--- src/design/egcd_pkg.sv ---
// shared types and constants for the extended gcd core
`default_nettype none
package egcd_pkg;
  localparam int unsigned Width = 32;
  localparam int unsigned OpW   = Width - 1;
  localparam int unsigned CntW  = $clog2(OpW + 1);
  localparam int unsigned QDepth = 2;

  typedef struct packed {
    logic [OpW-1:0] value_a;
    logic [OpW-1:0] value_b;
    logic           b_zero;
  } job_t;
endpackage
`default_nettype wire

--- src/design/egcd_front.sv ---
// request intake, zero classification and a small job queue
`default_nettype none
module egcd_front (
  input  logic                    clk_i,
  input  logic                    rst_ni,
  input  logic                    start_i,
  input  logic [egcd_pkg::OpW-1:0] value_a_i,
  input  logic [egcd_pkg::OpW-1:0] value_b_i,
  output logic                    busy_o,
  output logic                    job_valid_o,
  input  logic                    job_take_i,
  output egcd_pkg::job_t          job_o
);
  import egcd_pkg::*;

  job_t       q_mem_q [QDepth];
  logic       wr_q, rd_q;
  logic [1:0] cnt_q;
  logic       push;

  assign busy_o      = (cnt_q == 2'(QDepth));
  assign push        = start_i && !busy_o;
  assign job_valid_o = (cnt_q != 2'd0);
  assign job_o       = q_mem_q[rd_q];

  always_ff @(posedge clk_i) begin
    if (push) begin
      q_mem_q[wr_q] <= '{value_a: value_a_i, value_b: value_b_i,
                         b_zero: (value_b_i == '0)};
    end
  end

  always_ff @(posedge clk_i or negedge rst_ni) begin
    if (!rst_ni) begin
      wr_q  <= 1'b0;
      rd_q  <= 1'b0;
      cnt_q <= 2'd0;
    end else begin
      if (push) wr_q <= ~wr_q;
      if (job_take_i && job_valid_o) rd_q <= ~rd_q;
      cnt_q <= cnt_q + 2'(push) - 2'(job_take_i && job_valid_o);
    end
  end
endmodule
`default_nettype wire

--- src/design/egcd_back.sv ---
// euclid loop with a bit-serial divider, continuant updates and inverse fixup
`default_nettype none
module egcd_back (
  input  logic                     clk_i,
  input  logic                     rst_ni,
  input  logic                     job_valid_i,
  output logic                     job_take_o,
  input  egcd_pkg::job_t           job_i,
  output logic                     done_o,
  output logic [egcd_pkg::OpW-1:0] gcd_value_o,
  output logic [egcd_pkg::Width-1:0] coef_x_o,
  output logic [egcd_pkg::Width-1:0] coef_y_o,
  output logic [egcd_pkg::OpW-1:0] inverse_o,
  output logic                     has_inverse_o
);
  import egcd_pkg::*;

  localparam logic [2:0] StIdle = 3'd0;
  localparam logic [2:0] StDiv  = 3'd1;
  localparam logic [2:0] StMul  = 3'd2;
  localparam logic [2:0] StRed  = 3'd3;
  localparam logic [2:0] StOut  = 3'd4;

  logic [2:0]       st_q, st_d;
  logic [OpW-1:0]   a_q, b_q, mod_q, quo_q, rem_q;
  logic [CntW-1:0]  bit_q;
  logic [Width-1:0] pc_q, pp_q, sc_q, sp_q;
  logic             odd_q;
  logic [OpW:0]     trial;
  logic [OpW:0]     rsh;
  logic [Width-1:0] pc_n, sc_n;
  logic [Width-1:0] xv, yv;

  assign rsh   = {rem_q, a_q[OpW-1]};
  assign trial = rsh - {1'b0, b_q};
  // quotient times continuant, truncated to coefficient width
  assign pc_n = Width'({1'b0, quo_q} * pc_q) + pp_q;
  assign sc_n = Width'({1'b0, quo_q} * sc_q) + sp_q;
  assign xv = odd_q ? (Width'(0) - sp_q) : sp_q;
  assign yv = odd_q ? pp_q : (Width'(0) - pp_q);

  assign job_take_o = (st_q == StIdle) && job_valid_i;

  always_comb begin
    st_d = st_q;
    case (st_q)
      StIdle: if (job_valid_i) st_d = job_i.b_zero ? StRed : StDiv;
      StDiv:  if (bit_q == CntW'(1)) st_d = StMul;
      StMul:  st_d = (rem_q == '0) ? StRed : StDiv;
      StRed:  if (!(a_q == OpW'(1) && mod_q != '0) || (sp_q < {1'b0, mod_q})) st_d = StOut;
      StOut:  st_d = StIdle;
      default: st_d = StIdle;
    endcase
  end

  always_ff @(posedge clk_i or negedge rst_ni) begin
    if (!rst_ni) st_q <= StIdle;
    else         st_q <= st_d;
  end

  always_ff @(posedge clk_i) begin
    case (st_q)
      StIdle: begin
        a_q <= job_i.value_a; b_q <= job_i.value_b; mod_q <= job_i.value_b;
        rem_q <= '0; quo_q <= '0; bit_q <= CntW'(OpW);
        pc_q <= Width'(1); pp_q <= '0; sc_q <= '0; sp_q <= Width'(1);
        odd_q <= 1'b0;
      end
      StDiv: begin
        // restoring division, one quotient bit per cycle, dividend shifts out of a_q
        a_q   <= {a_q[OpW-2:0], 1'b0};
        bit_q <= bit_q - CntW'(1);
        if (!trial[OpW]) begin
          rem_q <= trial[OpW-1:0];
          quo_q <= {quo_q[OpW-2:0], 1'b1};
        end else begin
          rem_q <= rsh[OpW-1:0];
          quo_q <= {quo_q[OpW-2:0], 1'b0};
        end
      end
      StMul: begin
        a_q <= b_q; b_q <= rem_q;
        pp_q <= pc_q; sp_q <= sc_q; pc_q <= pc_n; sc_q <= sc_n;
        odd_q <= ~odd_q; rem_q <= '0; quo_q <= '0; bit_q <= CntW'(OpW);
      end
      StRed: begin
        // s_prev mod modulus by repeated subtraction while s_prev is at least the modulus
        if (a_q == OpW'(1) && mod_q != '0 && sp_q >= {1'b0, mod_q})
          sp_q <= sp_q - {1'b0, mod_q};
      end
      default: ;
    endcase
  end

  always_ff @(posedge clk_i) begin
    if (st_q == StOut) begin
      gcd_value_o <= a_q;
      coef_x_o    <= xv;
      coef_y_o    <= yv;
      has_inverse_o <= (a_q == OpW'(1)) && (mod_q != '0);
      if ((a_q == OpW'(1)) && (mod_q != '0))
        inverse_o <= (odd_q && sp_q != '0) ? (mod_q - sp_q[OpW-1:0]) : sp_q[OpW-1:0];
      else
        inverse_o <= '0;
    end
  end

  always_ff @(posedge clk_i or negedge rst_ni) begin
    if (!rst_ni) done_o <= 1'b0;
    else         done_o <= (st_q == StOut);
  end
endmodule
`default_nettype wire

--- src/design/extended_gcd_mod_inverse_core.sv ---
// top level of the extended gcd and modular inverse core
// channel   | handshake           | payload
// request   | start_i / busy_o    | value_a_i, value_b_i
// result    | done_o (one cycle)  | gcd_value_o, coef_x_o, coef_y_o, inverse_o, has_inverse_o
// each euclid step runs the bit-serial divider over all dividend bits and then one continuant update,
// so the time a request takes grows with its number of euclid steps
// a two-entry queue takes requests while the back end works; busy_o rises when full
// the result is registered and shown for one cycle; the receiver cannot stall
// reset clears the queue and the sequencer; payload registers are not reset
`default_nettype none
module extended_gcd_mod_inverse_core (
  input  logic                       clk_i,
  input  logic                       rst_ni,
  input  logic                       start_i,
  output logic                       busy_o,
  input  logic [egcd_pkg::OpW-1:0]   value_a_i,
  input  logic [egcd_pkg::OpW-1:0]   value_b_i,
  output logic                       done_o,
  output logic [egcd_pkg::OpW-1:0]   gcd_value_o,
  output logic signed [egcd_pkg::Width-1:0] coef_x_o,
  output logic signed [egcd_pkg::Width-1:0] coef_y_o,
  output logic [egcd_pkg::OpW-1:0]   inverse_o,
  output logic                       has_inverse_o
);
  import egcd_pkg::*;

  job_t             job;
  logic             job_valid, job_take;
  logic [Width-1:0] cx, cy;

  // front end: accepts requests into the job queue
  egcd_front u_front (
    .clk_i, .rst_ni, .start_i, .value_a_i, .value_b_i, .busy_o,
    .job_valid_o(job_valid), .job_take_i(job_take), .job_o(job)
  );

  // back end: runs euclid and produces one result per job
  egcd_back u_back (
    .clk_i, .rst_ni, .job_valid_i(job_valid), .job_take_o(job_take), .job_i(job),
    .done_o, .gcd_value_o, .coef_x_o(cx), .coef_y_o(cy), .inverse_o, .has_inverse_o
  );

  assign coef_x_o = cx;
  assign coef_y_o = cy;
endmodule
`default_nettype wire

--- config.mk ---
export PLATFORM = sky130hd
export DESIGN_NAME = extended_gcd_mod_inverse_core
export DESIGN_NICKNAME = d
export VERILOG_FILES = /design/src/design/egcd_pkg.sv /design/src/design/egcd_front.sv /design/src/design/egcd_back.sv /design/src/design/extended_gcd_mod_inverse_core.sv
export SDC_FILE = /design/constraint.sdc
export NUM_CORES = 2
export LEC_CHECK = 0
export ABC_AREA = 1
export BUFFER_PORTS_ARGS = -buffer_cell sky130_fd_sc_hd__buf_4
export CORE_MARGIN = 4
export CORE_UTILIZATION = 55
export CTS_BUF_LIST = sky130_fd_sc_hd__clkbuf_2 sky130_fd_sc_hd__clkbuf_4 sky130_fd_sc_hd__clkbuf_8
export DETAILED_ROUTE_END_ITERATION = 10
export GPL_ROUTABILITY_DRIVEN = 0
export PLACE_DENSITY_LB_ADDON = 0.12
export SYNTH_ARGS = -nofsm -noshare
export SYNTH_HDL_FRONTEND = slang
export SYNTH_SLANG_ARGS = --single-unit
export TNS_END_PERCENT = 10
--- constraint.sdc ---
create_clock -name clk_i -period 8.95 [get_ports clk_i]
set_input_delay 1.79 -clock clk_i [delete_from_list [all_inputs] [get_ports clk_i]]
set_output_delay 1.79 -clock clk_i [all_outputs]
set_load 0.02 [all_outputs]
==> reports/qor.yml <==
timing:
  fin_crit_sh: 0.867
  finalSetupViolCount: 0
  hold_violations: 0
  fin_crit_ns: 7.76
  tightestPinTransition_ns: 1.39
  fin_skew_ns: 0.0719
  slew-limit-headroom: 0.0705
  holdWs_ns: 0.458
  slew_violations: 0
  rsz0062_at_grt: "no"
  tns_ns: 0
  timing.fmax_mhz: 129
clocking:
  clock_latency_ns: 0.83
  cts_root_buffer: "clkbuf_8"
  cts_hold_buf: 0
  numCtsBuffers: 95
  postCtsSetupRepairBufs: 0
  cts.path.max_buffers: 3
  htree_levels: 3
  ctsResizeCount: 0
  tritoncts: "done"
  clk_pin_slew_ns: 0.06
  cts_sinks: 550
cells_and_area:
  nets: 8802
  multi_input_area_mm2: 0.0378
  drive_gt1_frac: 0.0760
  area_delta_synth_final_pct: 7.60
  fillerInstances: 10000
  fin_util: 0.599
  seqCellArea_mm2: 0.0165
  layout.cells.non_filler: 9092
setup_path:
  start_kind: "flop"
  reg2regPathDepth: 26
  end_kind: "flop"
  r2r-start: "u_back.quo_q[3]"
  cpMaxStageDelayCell: "edfxtp_1"
  r2r_end: "u_back.sc_q[27]"
  crit_buf_inv: 6
  arrival_ns: 8.32
  crit_top_cell: "fa_1"
  cp_top_family: "adder cells"
  max_stage_delay_ns: 1.28
  crit_type: "flop to flop"
  r2r_slack_ns: 1.19
  critPathRequiredTime_ns: 9.51
  crit_fanout: 29
floorplan:
  coreArea_mm2: 0.113
  die_area_mm2: 0.120
  die_h_um: 346
  die_x_um: 346
  num_io_pins: 194
  start_util: 0.557
  rows: 123
route:
  drc: 0
  initialDrtViolationCount: 4478
  vias: 49400
  viasPerCell: 5.43
  drt_first_pass_iters: 6
  wl_per_cell_um: 20.3
  routed_wl_um: 185000
  postRouteAntennaNets: 0
hold_path:
  hold_end: "u_back.gcd_value_o[3]"
  min_path_cells: 0
  hold_start: "u_back.a_q[3]"
  hp-class: "flop to flop"
synth:
  netlist_area_mm2: 0.0630
  yosys.cell_types.count: 73
  synth-async-reset-ratio: 0.0145
  ys_seq_area_frac: 0.261
  syn_inst: 7442
  synth_most_common_cell: "inv_1"
  synth_common_cells: "inv_1 (1,957), nand2_1 (1,763), fa_1 (879)"
  yosysWarnings: 0
  synth.ff_latch_count: 550
  synth_area_leaders: "fa_1 (28%), edfxtp_1 (26%), inv_1 (12%)"
  syn_nets: 8732
  synth.avg_cell_area_um2: 8.47
  synth_top_area_cell: "fa_1"
  netlist.area_leader.share: 0.279
  synth_edf_count: 542
  synthFlopType: "edfxtp_1"
placement:
  dp.cells: 8915
  portBuffers: 193
  hpwl_um: 146000
global_route:
  antenna_found_initial: 6
  grt.overflow.total: 0
  grt_max_degree: 164
  track_usage: 0.312
  grt_pass1_vias: 51300
  grt_pass1_wl_um: 292000
status:
  status: "finished clean"
run:
  drv_cap: 0
==> state kept, by name, indices dropped and copies added (netlist names), 32 cells and up <==
register         count
u_front.q_mem_q    126
u_back.coef_x_o     32
u_back.coef_y_o     32
u_back.pc_q         32
u_back.pp_q         32
u_back.sc_q         32
u_back.sp_q         32
==> final cells by class <==
cell class	count	area share
clock inverter	50	0.00675
tap	1500	0.0277
antenna	4	0.000148
inverter	1970	0.109
clock buffer	123	0.0226
multi-input combinational	4600	0.558
sequential	550	0.243
timing repair buffer	295	0.0330
==> cell usage in the layout (no fill, tap or decap), types with 8 or more instances in the layout <==
master / netlist / final
a21o_1: 20 / 20
a21oi_1: 258 / 258
a21oi_2: 20 / 20
a31oi_1: 36 / 36
buf_4: 7 / 293
clkbuf_4: 0 / 26
clkbuf_8: 0 / 97
clkinv_1: 1 / 30
edfxtp_1: 542 / 542
fa_1: 879 / 879
ha_1: 346 / 346
inv_1: 1957 / 1957
inv_2: 11 / 10
nand2_1: 1763 / 1762
nand2_2: 8 / 9
nand3_1: 138 / 138
nand3b_1: 9 / 9
nand4_1: 40 / 40
nor2_1: 379 / 374
nor2_2: 12 / 12
nor2_4: 3 / 8
nor3_1: 28 / 28
nor3_2: 8 / 8
nor4_1: 27 / 27
o211ai_1: 34 / 34
o21a_1: 22 / 22
o21ai_0: 219 / 218
o21ai_1: 36 / 36
o21ai_2: 12 / 13
o21bai_1: 19 / 19
o221ai_1: 27 / 27
or2_2: 37 / 37
xnor2_1: 41 / 41
xor2_1: 112 / 112
==> cells by family (layout without fill, tap and decap cells) <==
family	after synthesis	count (layout)	synth area share
buffers and inverters	2292	2438	0.139
adders and majority gates	1225	1225	0.348
xor gates and xnor gates	153	153	0.0213
DFF	550	550	0.261
and+or+nand+nor	2470	2470	0.159
AOI/OAI and AO/OA	752	752	0.0710
other	0	4	0
==> worst max-delay path by stage <==
stage	start	endpoint	slack (ns)	cells past startpoint
final	u_back.quo_q[3]	u_back.sc_q[27]	1.19	26
after detailed placement	u_back.quo_q[6]	u_back.sc_q[31]	1.28	24
after CTS	u_back.quo_q[6]	u_back.sc_q[31]	1.26	24
after global placement	u_back.quo_q[3]	u_back.sc_q[26]	1.41	25
after floorplan	u_back.quo_q[7]	u_back.sc_q[31]	2.10	28
after global routing	u_back.quo_q[3]	u_back.pc_q[26]	0.69	22
==> layer usage <==
layer	GRT usage	up-vias	wire (µm)
met5	0	-	13
met2	0.520	2103	88300
met4	0.124	2	8490
met3	0.0498	436	14500
li1	-	22500	-
met1	0.412	24400	73300
==> per-stage QoR <==
stage	setup WS (ns)	area (µm²)
floorplan	2.10	63000
global placement	1.41	65800
detailed placement	1.28	65800
CTS	1.26	67800
global route	0.692	67800
finish	1.19	67800
Power is not shown: default switching activity piles up to over one toggle a cycle in this logic, so the estimate is an artifact.
